`src/hdl/intel_hex_record_loader_assert.svh`:
```
// Assertion helpers shared by the loader modules.
// Both forms sample on clock and stay quiet while reset is high.
`ifndef INTEL_HEX_RECORD_LOADER_ASSERT_SVH
`define INTEL_HEX_RECORD_LOADER_ASSERT_SVH
`ifndef SYNTHESIS
`define IHL_ASSERT_SAME(label, ante, cons) \
   label: assert property (@(posedge clock) disable iff (reset) (ante) |-> (cons)) \
      else $error("loader assertion failed");
`define IHL_ASSERT_NEXT(label, ante, cons) \
   label: assert property (@(posedge clock) disable iff (reset) (ante) |=> (cons)) \
      else $error("loader assertion failed");
`else
`define IHL_ASSERT_SAME(label, ante, cons)
`define IHL_ASSERT_NEXT(label, ante, cons)
`endif
`endif

```
`src/hdl/ihex_pkg.sv`:
```
package ihex_pkg;

   localparam int DEF_MEM_DEPTH  = 65536;
   localparam int DEF_MAX_RECORD = 256;

   // Characters of the hex stream
   localparam logic [7:0] CHAR_COLON = 8'h3A;
   localparam logic [7:0] CHAR_CR    = 8'h0D;
   localparam logic [7:0] CHAR_LF    = 8'h0A;
   localparam logic [7:0] CHAR_ZERO  = 8'h30;
   localparam logic [7:0] CHAR_NINE  = 8'h39;
   localparam logic [7:0] CHAR_UP_A  = 8'h41;
   localparam logic [7:0] CHAR_UP_F  = 8'h46;
   localparam logic [7:0] CHAR_LO_A  = 8'h61;
   localparam logic [7:0] CHAR_LO_F  = 8'h66;

   // Record types
   localparam logic [7:0] REC_DATA = 8'h00;
   localparam logic [7:0] REC_EOF  = 8'h01;

   localparam logic [19:0] TOTAL_MAX = 20'hFFFFF;
   localparam logic [16:0] NO_LOW    = 17'h10000;

   typedef enum logic [2:0] {
      KIND_DATA  = 3'd0,
      KIND_END   = 3'd1,
      KIND_OTHER = 3'd2,
      KIND_ERROR = 3'd3,
      KIND_READ  = 3'd4
   } kind_type;

   typedef struct packed {
      logic       ok;
      logic [3:0] value;
   } hex_digit_type;

   // Staging buffer write from the parser
   typedef struct packed {
      logic       en;
      logic [7:0] idx;
      logic [7:0] data;
   } stage_wr_type;

   // Status of a line at its newline
   typedef struct packed {
      logic        fire;
      logic        ok;
      logic [7:0]  rec_type;
      logic [7:0]  length;
      logic [15:0] address;
   } line_end_type;

   // Commit launch from the controller
   typedef struct packed {
      logic        en;
      logic [15:0] address;
      logic [7:0]  length;
   } commit_start_type;

   // Commit engine status and image read data
   typedef struct packed {
      logic        busy;
      logic [19:0] total;
      logic [16:0] low;
      logic [15:0] high;
      logic [7:0]  rdata;
   } commit_stat_type;

   function automatic hex_digit_type hex_digit(input logic [7:0] c);
      hex_digit_type r;
      r.ok    = 1'b1;
      r.value = 4'd0;
      if (c >= CHAR_ZERO && c <= CHAR_NINE) begin
         r.value = 4'(c - CHAR_ZERO);
      end else if (c >= CHAR_UP_A && c <= CHAR_UP_F) begin
         r.value = 4'(c - CHAR_UP_A + 8'd10);
      end else if (c >= CHAR_LO_A && c <= CHAR_LO_F) begin
         r.value = 4'(c - CHAR_LO_A + 8'd10);
      end else begin
         r.ok = 1'b0;
      end
      return r;
   endfunction

endpackage

```
`src/hdl/ihex_parser.sv`:
```
module ihex_parser #(
   parameter int MAX_RECORD = ihex_pkg::DEF_MAX_RECORD
) (
   input  logic                  clock,
   input  logic                  reset,
   input  logic                  step,
   input  logic [7:0]            char_code,
   output ihex_pkg::line_end_type line_end,
   output ihex_pkg::stage_wr_type stage_wr
);
   import ihex_pkg::*;

   typedef enum logic [6:0] {
      PH_COLON = 7'b0000001,
      PH_LEN   = 7'b0000010,
      PH_ADDR  = 7'b0000100,
      PH_TYPE  = 7'b0001000,
      PH_DATA  = 7'b0010000,
      PH_CKSUM = 7'b0100000,
      PH_DONE  = 7'b1000000
   } phase_type;

   phase_type   phase_ff, phase_in;
   logic [3:0]  hi_ff, hi_in;
   logic        pend_ff, pend_in;
   logic [7:0]  len_ff, len_in;
   logic [15:0] addr_ff, addr_in;
   logic [7:0]  type_ff, type_in;
   logic [7:0]  idx_ff, idx_in;
   logic [7:0]  sum_ff, sum_in;
   logic        bad_ff, bad_in;
   logic        finished_ff, finished_in;

   hex_digit_type digit;
   logic [7:0]    rec_byte;

   assign digit    = hex_digit(char_code);
   assign rec_byte = {hi_ff, digit.value};

   // Parse one character per step
   always_comb begin
      phase_in    = phase_ff;
      hi_in       = hi_ff;
      pend_in     = pend_ff;
      len_in      = len_ff;
      addr_in     = addr_ff;
      type_in     = type_ff;
      idx_in      = idx_ff;
      sum_in      = sum_ff;
      bad_in      = bad_ff;
      finished_in = finished_ff;
      line_end    = '0;
      stage_wr    = '0;

      if (step && !finished_ff) begin
         if (char_code == CHAR_LF) begin
            // Close the line and reset the record state
            line_end.fire     = 1'b1;
            line_end.ok       = !bad_ff && phase_ff == PH_DONE && sum_ff == 8'd0;
            line_end.rec_type = type_ff;
            line_end.length   = len_ff;
            line_end.address  = addr_ff;
            if (line_end.ok && type_ff == REC_EOF) begin
               finished_in = 1'b1;
            end
            phase_in = PH_COLON;
            hi_in    = 4'd0;
            pend_in  = 1'b0;
            len_in   = 8'd0;
            addr_in  = 16'd0;
            type_in  = 8'd0;
            idx_in   = 8'd0;
            sum_in   = 8'd0;
            bad_in   = 1'b0;
         end else if (char_code != CHAR_CR && phase_ff != PH_DONE) begin
            if (phase_ff == PH_COLON) begin
               if (char_code == CHAR_COLON) begin
                  phase_in = PH_LEN;
               end else begin
                  bad_in   = 1'b1;
                  phase_in = PH_DONE;
               end
            end else if (!digit.ok) begin
               bad_in   = 1'b1;
               phase_in = PH_DONE;
            end else if (!pend_ff) begin
               hi_in   = digit.value;
               pend_in = 1'b1;
            end else begin
               // Complete byte: fold into checksum and route by field
               pend_in = 1'b0;
               sum_in  = sum_ff + rec_byte;
               unique case (phase_ff)
                  PH_LEN: begin
                     len_in = rec_byte;
                     if ({1'b0, rec_byte} >= 9'(MAX_RECORD)) begin
                        bad_in = 1'b1;
                     end
                     idx_in   = 8'd0;
                     phase_in = PH_ADDR;
                  end
                  PH_ADDR: begin
                     addr_in = {addr_ff[7:0], rec_byte};
                     idx_in  = idx_ff + 8'd1;
                     if (idx_ff + 8'd1 >= 8'd2) begin
                        phase_in = PH_TYPE;
                     end
                  end
                  PH_TYPE: begin
                     type_in  = rec_byte;
                     idx_in   = 8'd0;
                     phase_in = (len_ff == 8'd0) ? PH_CKSUM : PH_DATA;
                  end
                  PH_DATA: begin
                     stage_wr.en   = !bad_ff;
                     stage_wr.idx  = idx_ff;
                     stage_wr.data = rec_byte;
                     idx_in        = idx_ff + 8'd1;
                     if (idx_ff + 8'd1 == len_ff) begin
                        phase_in = PH_CKSUM;
                     end
                  end
                  default: begin
                     phase_in = PH_DONE;
                  end
               endcase
            end
         end
      end
   end

   always_ff @(posedge clock) begin
      if (reset) begin
         phase_ff    <= PH_COLON;
         hi_ff       <= 4'd0;
         pend_ff     <= 1'b0;
         len_ff      <= 8'd0;
         addr_ff     <= 16'd0;
         type_ff     <= 8'd0;
         idx_ff      <= 8'd0;
         sum_ff      <= 8'd0;
         bad_ff      <= 1'b0;
         finished_ff <= 1'b0;
      end else begin
         phase_ff    <= phase_in;
         hi_ff       <= hi_in;
         pend_ff     <= pend_in;
         len_ff      <= len_in;
         addr_ff     <= addr_in;
         type_ff     <= type_in;
         idx_ff      <= idx_in;
         sum_ff      <= sum_in;
         bad_ff      <= bad_in;
         finished_ff <= finished_in;
      end
   end

endmodule

```
`config.mk`:
```
export PLATFORM = sky130hd
export DESIGN_NAME = ihex_parser
export DESIGN_NICKNAME = d
export VERILOG_FILES = /design/src/hdl/intel_hex_record_loader_assert.svh /design/src/hdl/ihex_pkg.sv /design/src/hdl/ihex_parser.sv
export SDC_FILE = /design/constraint.sdc
export NUM_CORES = 1
export LEC_CHECK = 0
export ABC_AREA = 0
export ABC_CLOCK_PERIOD_IN_PS = 5150
export BUFFER_PORTS_ARGS = -buffer_cell sky130_fd_sc_hd__buf_2
export CORE_MARGIN = 3
export CORE_UTILIZATION = 50
export CTS_CLUSTER_SIZE = 8
export DETAILED_ROUTE_END_ITERATION = 6
export GPL_ROUTABILITY_DRIVEN = 1
export GPL_TIMING_DRIVEN = 0
export PLACE_DENSITY = 0.82
export SYNTH_ARGS = -nofsm -noshare
export SYNTH_HDL_FRONTEND = slang
export SYNTH_SLANG_ARGS = --single-unit
```
`constraint.sdc`:
```
create_clock -name clock -period 5.15 [get_ports clock]
set_input_delay 1.2875 -clock clock [delete_from_list [all_inputs] [get_ports clock]]
set_output_delay 1.2875 -clock clock [all_outputs]
set_load 0.01 [all_outputs]
```
**After elaboration in Yosys (flattened, before gate mapping)**

Index checks and enable logic that the tools add are counted.

- Bits in latches: 0
- Bits in read-only memories: 0
- Logic and storage cells: 143
- Output and inout bits: 51
- RAM bits: 0
- Memories: 0
- Flip-flop bits (word level): 62
- Input bits: 11

- Divide/modulo/power cells: 0
- $mul: 0
- Shift operators: 0
- Muxes and demuxes: 69
- $lt $le $gt $ge: 7
- Bitwise gates (word level): 0
- Equal/unequal tests: 19
- $add $sub $neg: 7
- Reductions and logical operators: 31

Operator list:

| operator | number |
|---|---|
| $mux W8 | 22 |
| $mux W17 | 7 |
| $mux W16 | 6 |
| $mux W34 | 2 |
| $mux W7 | 8 |
| $mux W4 | 8 |
| $pmux W7 S4 | 1 |
| $reduce_and A6 Y1 | 4 |
| $ge A8 B7 Y1 const B | 2 |
| $le A8 B7 Y1 const B | 2 |
| $logic_not A8 Y1 | 2 |
| $pmux W8 S2 | 1 |
| $reduce_and A5 Y1 | 3 |
| $mux W1 | 13 |
| $reduce_bool A2 Y1 | 6 |
| $sub A4 B1 Y4 const B | 3 |
| $ne A5 B5 Y1 const B | 2 |
| $add A4 B4 Y4 const B | 2 |
| $add A8 B1 Y8 const B | 1 |
| $add A8 B8 Y8 | 1 |
| $eq A8 B1 Y1 const B | 1 |
| $eq A8 B4 Y1 const B | 1 |
| $eq A8 B6 Y1 const B | 1 |
| $eq A8 B8 Y1 | 1 |
| other kinds (23) | 33 |

**Longest topological paths before layout**

Gate-level depths: netlist of the first run.

- Word-level depth: 12
- Mapped depth: 17
- Depth with buffers taken out: 16

**Least setup slack after synthesis of the first run**

Ideal clock, no wire load.

- Path type: input to register
- Start: input char_code[0]
- End: register sum_ff[7]
- Data required time: 5.076 ns
- Path buffers: 1
- Arrival: 4.345 ns
- Path slack: 0.731 ns
- Setup time: 0.074 ns
- Stages: 14
- Cells stage by stage: inv_1 > ha_1 > o21ba_2 > o21a_1 > clkbuf_1 > or3_1 > a21o_1 > inv_1 > ha_1 > a211o_1 > a2111oi_0 > nor3_1 > or3_1 > a31oi_1

- Cells in the longest elaborated chain, start to end: 11
- Elaborated cells between the ends (all ways): 34
- Classes of those cells: 6 x add/sub; 6 x order compare; 3 x eq/ne; 11 x mux; 8 x reduce/logical

RTL lines:

| element | RTL line | RTL |
|---|---|---|
| from (decl) | ihex_parser.sv:7 | `input logic [7:0] char_code,` |
| $sub A4 B1 Y4, or another cell as far along | ihex_pkg.sv:76, ihex_pkg.sv:78 |  |
| $add A4 B4 Y4 or $logic_and A1 B1 Y1 (tied branches) | ihex_pkg.sv:76, ihex_pkg.sv:78, ihex_pkg.sv:77 |  |
| $mux W4 | ihex_pkg.sv:77 | `end else if (c >= CHAR_LO_A && c <= CHAR_LO_F) begin` |
| $mux W4 | ihex_pkg.sv:75 | `end else if (c >= CHAR_UP_A && c <= CHAR_UP_F) begin` |
| $mux W4 | ihex_pkg.sv:73 | `if (c >= CHAR_ZERO && c <= CHAR_NINE) begin` |
| $add A8 B8 Y8 | ihex_parser.sv:92 | `sum_in = sum_ff + rec_byte;` |
| $mux W8 | ihex_parser.sv:86 | `end else if (!pend_ff) begin` |
| $mux W8 | ihex_parser.sv:83 | `end else if (!digit.ok) begin` |
| $mux W8 | ihex_parser.sv:76 | `if (phase_ff == PH_COLON) begin` |
| $mux W8 | ihex_parser.sv:75 | `end else if (char_code != CHAR_CR && phase_ff != PH_DONE) begin` |
| $mux W8 | ihex_parser.sv:56 | `if (char_code == CHAR_LF) begin` |
| to (signal assigned) | ihex_parser.sv:152 | `sum_ff <= sum_in;` |
| to (decl) | ihex_parser.sv:30 | `logic [7:0] sum_ff, sum_in;` |

Several ways; a longest one is shown, not always the timed one. The select of a mux whose other input is x is not followed.
A chain may end at the register's enable or synchronous reset.

==> summary.txt, run 1 <==
Clocking
  • TritonCTS clock tree: done
  • H-tree Lvls: 3
  • CTS Hold Bufs: 0
  • TritonCTS buffer count: 9
  • Setup repair bufs after CTS: 0
  • Clk root buf: clkbuf_8
  • Post-cts sizing count: 0
  • Clk sinks: 62
  • Clock Path Buffers: 2
  • Reg clk slew, reported paths: 0.07 ns
  • Clk_lat worst skew: 0.35 ns

Global route
  • Largest net degree at the start of global routing: 12
  • Gr usage total: 0.260
  • Initial antenna violation count: 0
  • Vias in the first global route: 3718
  • First-pass GRT wire length: 18.3 mm
  • GR Overflow Total: 0

Setup path
  • Reg2Reg Depth: 8
  • Crit path capture type: output port
  • Reg-to-reg endpoint: phase_ff[0]
  • Crit path to: stage_wr[2]
  • Crit path launch type: primary input
  • Worst-path maximum fanout: 9
  • CP Class: in -> out
  • Origin of the worst setup path: char_code[7]
  • Endpoint arrival time on the critical path: 3.60 ns
  • Worst Path Required: 3.86 ns
  • Flop2flop setup slack: 2.03 ns
  • Reg-to-reg critical path startpoint: idx_ff[0]

Synthesis
  • Synth top area cells: dfxtp_1 (31%), and3_1 (5.9%), nor2_1 (4.9%)
  • Syn Inst Count: 487
  • EDFF count, synth: 0
  • Seq/Total Area, Yosys: 0.315
  • Cell taking the most area after synthesis: dfxtp_1
  • Library cells used by synthesis: 63
  • Most frequent cell after synthesis: dfxtp_1
  • Synth Cell Area: 3940 sq um
  • Synth top cells by count: dfxtp_1 (62), nor2_1 (51), and3_1 (37)
  • Synthesized flop and latch total: 62
  • Yosys Warn Count: 0
  • Synthesized area per cell: 8.10 sq um
  • Async SR Flop Fraction: 0
  • Synth Net Count: 512
  • Top FF cell, synth: dfxtp_1
  • Top-area cell type share of the netlist area: 0.315

STA
  • Final Max Slew Viols: 0
  • Fin. Hold Viols: 0
  • Setup violators final: 0
  • Highest Clock Rate: 0.205 GHz
  • Slew @ Worst Pin: 0.726 ns
  • Period minus WS final: 4.89 ns
  • Clock Skew: 0.00613 ns
  • RSZ-0062 raised after global routing: false
  • Setup TNS Final: 0 ns
  • Period utilization: 0.949
  • Slew margin rel.: 0.513
  • Post-route setup slack: 0.264 ns

Pwr
  • Internal power: 0.824 mW
  • Worst VDD drop: 0.127 mV
  • Switch share: 0.236
  • Sw power: 0.255 mW
  • Reg power frac: 0.450
  • P_leak: 1.97 nW
  • Power density cells: 234 nW/um^2
  • Clock power frac: 0.486
  • Combinational fraction of design power: 0.064

Drt
  • Initial DRC Count: 325
  • Via count: 4028
  • WL per Instance: 17.2 um
  • DRC: 0
  • Detailed-router iteration count before antenna repair: 5
  • Post-Route WL: 11.4 mm
  • Vias per cell: 6.08
  • Post-route ant nets: 0

Die
  • Row Count: 31
  • Die Area: 8990 sq um
  • Core ar.: 7450 sq um
  • IO Pins: 62
  • Die width: 94.8 um
  • Initial Util: 0.529
  • Die H: 94.8 um

Layout
  • Fill count: 693
  • Area Overhead vs Synth: 16.8%
  • Layout cells sized above 1: 0.185
  • Final #Nets: 583
  • # diodes: 0

Place
  • Final Wtd Congestion: 0.918
  • Pre-CTS setup slack: 0.172 ns
  • HPWL after DPL: 8.39 mm
  • Port buffer count: 60

Job
  • Max Cap Violations: 0

Min path
  • Worst hold path type: reg -> reg

Run status
  • Outcome: finished, final reports clean
-- layout make-up --
cell class                 instances  area, sq um  area share
buffer                            36          153      0.0332
tap                               99          124      0.0269
clock inverter                     6          110      0.0239
timing repair buffer              60          300      0.0652
sequential                        62         1240       0.270
inverter                          17         63.8      0.0139
multi-input combinational        372         2480       0.540
clock buffer                      10          128      0.0277
-- layout by cell type, fill, tap and decap left out, drive strengths merged, types with 14 or more instances in the layout --
master,n
clkbuf,34
xnor2,17
a21oi,25
nand2,28
buf,72
dfxtp,62
and2,14
and3,37
inv,16
nor2,51
a211oi,17
nand3,27
o21ai,15
-- power by group through the flow --
stage | clock network [mW] | logic, mW | registers (mW)
after floorplan | 0 | 0.0470 | 0.495
after global placement | 0 | 0.0652 | 0.496
after detailed placement | 0 | 0.0672 | 0.496
after CTS | 0.526 | 0.0678 | 0.485
after global routing | 0.548 | 0.0753 | 0.486
final | 0.524 | 0.0693 | 0.486
-- state kept, by name, indices dropped and copies added, names as in the netlist, 4 cells and up --
signal and flops:
phase_ff 7, idx_ff 8, type_ff 8, hi_ff 4
addr_ff 16, sum_ff 8, len_ff 8
-- routing by layer --
metal / GRT usage / vias up / share of wire
li1: - / 1923 / -
met1: 0.338 / 1894 / 0.43
met2: 0.427 / 175 / 0.47
met3: 0.0518 / 36 / 0.069
met4: 0.0913 / 0 / 0.028
met5: 0 / - / 0
-- how the worst min path moves through the flow --
stage             endpoint         from  cells past startpoint  slack (ns)
2_1_floorplan  addr_ff[10]  addr_ff[10]                      2        0.43
5_1_grt         addr_ff[9]   addr_ff[9]                      2        0.48
6_report       addr_ff[11]  addr_ff[11]                      2        0.46
3_3_place_gp   addr_ff[13]  addr_ff[13]                      2        0.44
4_1_cts        addr_ff[13]  addr_ff[13]                      2        0.46
3_5_place_dp   addr_ff[13]  addr_ff[13]                      2        0.45
-- stage by stage --
stage | total power, mW | hold slack, ns | instance area [sq um] | util | std cells
finish | 1.08 | 0.458 | 4600 | 0.618 | 662
global route | 1.11 | 0.482 | 4600 | 0.618 | 662
CTS | 1.08 | 0.460 | 4600 | 0.618 | 662
detailed placement | 0.564 | 0.451 | 4370 | 0.586 | 646
global placement | 0.562 | 0.443 | 4370 | 0.586 | 646
floorplan | 0.542 | 0.432 | 3940 | - | 487
-- worst max-delay path: stages --
cell and delay, ns:
buf_2 0.11, or4b_4 0.54, nor3_2 0.38, o211ai_1 0.25, or2_2 0.34, clkbuf_1 0.26, a21oi_1 0.25, buf_2 0.17
-- cell families (layout without fill, tap and decap cells) --
| family | after synthesis | count (layout) | synth area share |
|---|---|---|---|
| AOI/OAI and AO/OA | 107 | 107 | 0.195 |
| and+or+nand+nor | 217 | 217 | 0.305 |
| muxes | 14 | 14 | 0.0359 |
| buffers and inverters | 53 | 129 | 0.0549 |
| xor gates and xnor gates | 20 | 20 | 0.0479 |
| DFF | 62 | 62 | 0.315 |
| adders and majority gates | 14 | 14 | 0.0463 |
Power figures use the tool's default switching activity.
==> run 2: changes to the inputs <==
--- a/config.mk
+++ b/config.mk
@@ -5,16 +5,17 @@
 export SDC_FILE = /design/constraint.sdc
 export NUM_CORES = 1
 export LEC_CHECK = 0
-export ABC_AREA = 0
+export ABC_AREA = 1
 export ABC_CLOCK_PERIOD_IN_PS = 5150
 export BUFFER_PORTS_ARGS = -buffer_cell sky130_fd_sc_hd__buf_2
-export CORE_MARGIN = 3
+export CORE_MARGIN = 8
 export CORE_UTILIZATION = 50
 export CTS_CLUSTER_SIZE = 8
 export DETAILED_ROUTE_END_ITERATION = 6
 export GPL_ROUTABILITY_DRIVEN = 1
 export GPL_TIMING_DRIVEN = 0
 export PLACE_DENSITY = 0.82
+export RECOVER_POWER = 25
 export SYNTH_ARGS = -nofsm -noshare
 export SYNTH_HDL_FRONTEND = slang
 export SYNTH_SLANG_ARGS = --single-unit
==> run 2 against run 1 <==
Net effect: maximum frequency rose by 5.3%; worst setup slack improved by 0.25 ns; largest power group is now sequential cells; clock skew rose by 0.010 ns; non-clock buffer count fell by 16; global-route usage fell by 6.3 points; sequential power barely moved; register-to-register slack improved by 0.48 ns; critical path depth rose by 5.
==> summary.txt, run 2 <==
STA
  • Setup violators final: 0
  • Highest Clock Rate: 0.215 GHz
  • Slew @ Worst Pin: 0.599 ns
  • Period utilization: 0.901
  • RSZ-0062 raised after global routing: false
  • Period minus WS final: 4.64 ns
  • Final Max Slew Viols: 0
  • Clock Skew: 0.0164 ns
  • Slew margin rel.: 0.599
  • Fin. Hold Viols: 0
  • Setup TNS Final: 0 ns

Synthesis
  • Async SR Flop Fraction: 0
  • Cell taking the most area after synthesis: dfxtp_1
  • EDFF count, synth: 0
  • Library cells used by synthesis: 38
  • Top FF cell, synth: dfxtp_1
  • Yosys Warn Count: 0
  • Synth Net Count: 652
  • Synth top area cells: dfxtp_1 (32%), nor2_1 (14%), nand2_1 (11%)
  • Synthesized flop and latch total: 62
  • Most frequent cell after synthesis: nor2_1
  • Synth Cell Area: 3940 sq um
  • Synth top cells by count: nor2_1 (151), nand2_1 (116), inv_1 (87)
  • Syn Inst Count: 627
  • Synthesized area per cell: 6.28 sq um
  • Top-area cell type share of the netlist area: 0.315
  • Seq/Total Area, Yosys: 0.315

Clocking
  • H-tree Lvls: 3
  • Clock Path Buffers: 2
  • Clk_lat worst skew: 0.34 ns
  • Clk root buf: clkbuf_8
  • TritonCTS buffer count: 9
  • Reg clk slew, reported paths: 0.08 ns
  • TritonCTS clock tree: done
  • Post-cts sizing count: 0
  • Clk sinks: 62
  • Setup repair bufs after CTS: 0
  • CTS Hold Bufs: 0

Setup path
  • Endpoint arrival time on the critical path: 3.35 ns
  • Crit path capture type: output port
  • Crit path launch type: primary input
  • Worst Path Required: 3.86 ns
  • CP Class: in -> out
  • Worst-path maximum fanout: 10

Place
  • Final Wtd Congestion: 0.937
  • Port buffer count: 61
  • HPWL after DPL: 8.23 mm

Job
  • Max Cap Violations: 0

Drt
  • Post-route ant nets: 0
  • DRC: 0
  • Initial DRC Count: 298
  • WL per Instance: 13.5 um
  • Via count: 4209
  • Detailed-router iteration count before antenna repair: 5
  • Post-Route WL: 10.9 mm
  • Vias per cell: 5.22

Die
  • Die Area: 11000 sq um
  • Initial Util: 0.512
  • Die width: 105 um
  • Die H: 105 um
  • Row Count: 32
  • IO Pins: 62
  • Core ar.: 7690 sq um

Layout
  • # diodes: 0
  • Largest Register: addr_ff
  • Final #Nets: 724
  • Max reg flops: 16
  • Most frequent cells in the layout: nor2_1 (152), nand2_1 (121), inv_1 (88), buf_2 (63), dfxtp_1 (62)
  • Commonest non-fill, non-tap cell in the layout: nor2_1
  • Layout cells sized above 1: 0.143
  • Area Overhead vs Synth: 13.7%

Global route
  • Initial antenna violation count: 0
  • GR Overflow Total: 0
  • Largest net degree at the start of global routing: 13
  • Gr usage total: 0.197
  • Vias in the first global route: 4064
  • First-pass GRT wire length: 18.3 mm

Min path
  • Worst hold path type: reg -> reg

Pwr
  • Worst VDD drop: 0.153 mV
  • Overall Power: 1.01 mW
  • Power density cells: 226 nW/um^2
  • P_leak: 2.06 nW

Run status
  • Outcome: finished, final reports clean
[run 2: path summary, 6_finish.rpt]
kind | startpoint | endpoint | slack, ns | cells after the start
max | char_code[1] | stage_wr[2] | 0.51 | 13
min | addr_ff[12] | addr_ff[12] | 0.46 | 2
max reg2reg | phase_ff[4] | idx_ff[7] | 2.51 | 12
min reg2reg | addr_ff[12] | addr_ff[12] | 0.46 | 2
[run 2: area by class of cell]
class / count / area, sq um
fillers: 766 / 3210
clock buffers: 10 / 138
multi-input cells: 450 / 2150
well taps: 102 / 128
plain buffers: 19 / 90.1
inverters: 96 / 360
flip-flops and latches: 62 / 1240
clock inverters: 6 / 68.8
repair buffers: 61 / 304
[run 2: where the power goes]
part	internal (mW)	switching, mW	leakage, nW	total, mW
clock network	0.239	0.208	0.103	0.447
registers	0.485	0.00420	0.501	0.489
logic	0.0229	0.0522	1.46	0.0751
[run 2: metal layers]
metal / global-route usage / up-vias / part of all wire
met3: 0.0399 / 29 / 0.075
met5: 0 / - / 0
li1: - / 2117 / -
met1: 0.229 / 1897 / 0.42
met2: 0.340 / 166 / 0.48
met4: 0.0928 / 0 / 0.027
[run 2: cells by family after synthesis]
logic type | synth area share
and+or+nand+nor | 0.398
buffers and inverters | 0.120
AOI/OAI and AO/OA | 0.105
DFF | 0.315
adders and majority gates | 0.0464
xor gates and xnor gates | 0.0156
[run 2: metrics by stage]
stage          setup WS [ns]  utilization  hold WS (ns)  instance area (sq um)  instances
5_1_grt                0.365        0.582         0.486                   4480        806
2_1_floorplan           1.23            -         0.430                   3940        627
4_1_cts                0.700        0.595         0.458                   4570        806
3_5_place_dp           0.701        0.568         0.447                   4370        790
6_report               0.509        0.582         0.459                   4480        806
3_3_place_gp           0.771        0.568         0.443                   4370        790
[run 2: worst max-delay path: stages]
cell      delay [ns]
clkbuf_1        0.15
inv_1           0.12
ha_1            0.22
nor3b_1         0.27
nor2_2          0.05
nand2_1         0.17
nand2_1         0.14
inv_1           0.17
nor3_2          0.06
nand3_2         0.17
buf_2           0.32
nor2_1          0.08
buf_2           0.15
==> run 3: changes to the inputs <==
--- a/config.mk
+++ b/config.mk
@@ -9,12 +9,12 @@
 export ABC_CLOCK_PERIOD_IN_PS = 5150
 export BUFFER_PORTS_ARGS = -buffer_cell sky130_fd_sc_hd__buf_2
 export CORE_MARGIN = 8
-export CORE_UTILIZATION = 50
+export CORE_UTILIZATION = 55
 export CTS_CLUSTER_SIZE = 8
 export DETAILED_ROUTE_END_ITERATION = 6
 export GPL_ROUTABILITY_DRIVEN = 1
 export GPL_TIMING_DRIVEN = 0
-export PLACE_DENSITY = 0.82
+export PLACE_DENSITY = 0.85
 export RECOVER_POWER = 25
 export SYNTH_ARGS = -nofsm -noshare
 export SYNTH_HDL_FRONTEND = slang
==> run 3 against run 2 <==
Net effect: clock power grew 0.9%; utilization is 4.6 points higher; total power up 0.48%; critical endpoint unchanged.
==> summary.txt, run 3 (synthesized netlist as in run 2, its figures left out) <==
Clocking
  • Post-cts sizing count: 0
  • Clk_lat worst skew: 0.36 ns
  • Clk sinks: 62
  • Clk root buf: clkbuf_8
  • CTS Hold Bufs: 0
  • TritonCTS clock tree: done
  • TritonCTS buffer count: 9
  • H-tree Lvls: 3
  • Reg clk slew, reported paths: 0.08 ns
  • Clock Path Buffers: 2
  • Setup repair bufs after CTS: 0

Setup path
  • Endpoint arrival time on the critical path: 3.41 ns
  • Crit path capture type: output port
  • Reg-to-reg critical path startpoint: phase_ff[4]
  • Crit path cell chain: clkbuf_1 > inv_1 > ha_1 > nor3b_1 > nor2_2 > nand2_1 > nand2_1 > inv_1 > nor3_2 > nand3_2 > buf_2 > nor2_1 > buf_2
  • Reg2Reg Depth: 12
  • Origin of the worst setup path: char_code[1]
  • Worst Path Required: 3.86 ns
  • Reg-to-reg endpoint: idx_ff[7]
  • Crit path launch type: primary input
  • Crit path to: stage_wr[2]
  • CP Class: in -> out
  • Worst-path maximum fanout: 10
  • CP max-delay cell: buf_2
  • Flop2flop setup slack: 2.54 ns
  • Slowest Stage Delay on Critical Path: 0.33 ns

Pwr
  • Power density cells: 228 nW/um^2
  • P_leak: 2.05 nW
  • Worst VDD drop: 0.179 mV
  • Overall Power: 1.02 mW

STA
  • Slew @ Worst Pin: 0.734 ns
  • Final Max Slew Viols: 0
  • Setup violators final: 0
  • Fin Hold WS: 0.460 ns
  • RSZ-0062 raised after global routing: false
  • Period minus WS final: 4.70 ns
  • Slew margin rel.: 0.506
  • Fin. Hold Viols: 0
  • Highest Clock Rate: 0.213 GHz
  • Period utilization: 0.913
  • Setup TNS Final: 0 ns
  • Clock Skew: 0.0103 ns

Drt
  • Initial DRC Count: 324
  • DRC: 0
  • Post-route ant nets: 0
  • Detailed-router iteration count before antenna repair: 5
  • WL per Instance: 13.9 um
  • Post-Route WL: 11.2 mm
  • Via count: 4262
  • Vias per cell: 5.31

Layout
  • Post-route cell area: 4460 sq um
  • # diodes: 0
  • Most frequent cells in the layout: nor2_1 (153), nand2_1 (120), inv_1 (88), buf_2 (63), dfxtp_1 (62)
  • Area Overhead vs Synth: 13.4%
  • Final #Nets: 724
  • Max reg flops: 16
  • Largest Register: addr_ff
  • Non-filler cells, final: 803
  • Commonest non-fill, non-tap cell in the layout: nor2_1
  • Fill count: 691
  • Layout cells sized above 1: 0.142

Place
  • Area post-placement: 4360 sq um
  • Final Wtd Congestion: 0.911
  • Port buffer count: 61
  • Cell count after placement: 787
  • HPWL after DPL: 8.38 mm

Min path
  • Worst hold path type: reg -> reg
  • Min-delay src: addr_ff[14]

Job
  • Max Cap Violations: 0

Die
  • Die Area: 10100 sq um
  • Core ar.: 7100 sq um
  • Die H: 101 um
  • Die width: 101 um
  • Initial Util: 0.554
  • Row Count: 31
  • IO Pins: 62

Global route
  • First-pass GRT wire length: 18.6 mm
  • Gr usage total: 0.228
  • Vias in the first global route: 4130
  • GR Overflow Total: 0
  • Initial antenna violation count: 0
  • Largest net degree at the start of global routing: 14

Run status
  • Outcome: finished, final reports clean
## run 3: cell types whose count changed in the layout (fill, tap and decap cells not counted)
| cell | previous run | this run |
|---|---|---|
| clkbuf_1 | 14 | 15 |
| nor2_1 | 152 | 153 |
| buf_4 | 2 | 1 |
| nand2_1 | 121 | 120 |
| clkinv_4 | 2 | 3 |
| clkinv_2 | 1 | 0 |
| nand2_2 | 1 | 2 |
| nor2_4 | 3 | 2 |
| clkbuf_8 | 10 | 9 |
| inv_6 | 1 | 2 |
## run 3: worst max-delay path, delay by kind of cell
kind	cells	cell delay, ns
buffers and inverters	5	0.94
AND/OR/NAND/NOR	7	0.97
adder cells (fa/ha/maj)	1	0.22
## run 3: area by class of cell
| cell class | instances | area, sq um | area share |
|---|---|---|---|
| clock buffers | 9 | 124 | 0.0278 |
| well taps | 99 | 124 | 0.0278 |
| repair buffers | 61 | 304 | 0.0681 |
| flip-flops and latches | 62 | 1240 | 0.278 |
| plain buffers | 19 | 86.3 | 0.0193 |
| inverters | 96 | 360 | 0.0808 |
| multi-input cells | 450 | 2140 | 0.480 |
| clock inverters | 7 | 81.3 | 0.0182 |
## run 3: report_power, final
part | total (mW) | switching, mW | internal, mW
clock | 0.451 | 0.222 | 0.229
sequential | 0.489 | 0.00433 | 0.485
combinational | 0.0764 | 0.0534 | 0.0230
total | 1.02 | 0.279 | 0.736
## run 3: worst min-delay path by stage
stage / to / slack [ns] / depth (start not counted)
CTS: addr_ff[14] / 0.46 / 2
floorplan: addr_ff[11] / 0.43 / 2
global placement: addr_ff[10] / 0.44 / 2
global route: addr_ff[10] / 0.48 / 2
detailed placement: addr_ff[14] / 0.45 / 2
finish: addr_ff[14] / 0.46 / 2
## run 3: per-layer routing
metal,share of wire,vias to the layer above,track usage,wire length [um]
li1,-,2118,-,-
met1,0.42,1951,0.263,4700
met2,0.47,166,0.384,5300
met3,0.080,27,0.0635,893
met4,0.027,0,0.0953,302
met5,0,-,0,0
## run 3: per-stage QoR
step                      worst slack (ns)  utilization
after floorplan                       1.23            -
after global placement               0.748        0.615
after detailed placement             0.668        0.615
after CTS                            0.655        0.644
after global routing                 0.289        0.629
final                                0.449        0.629
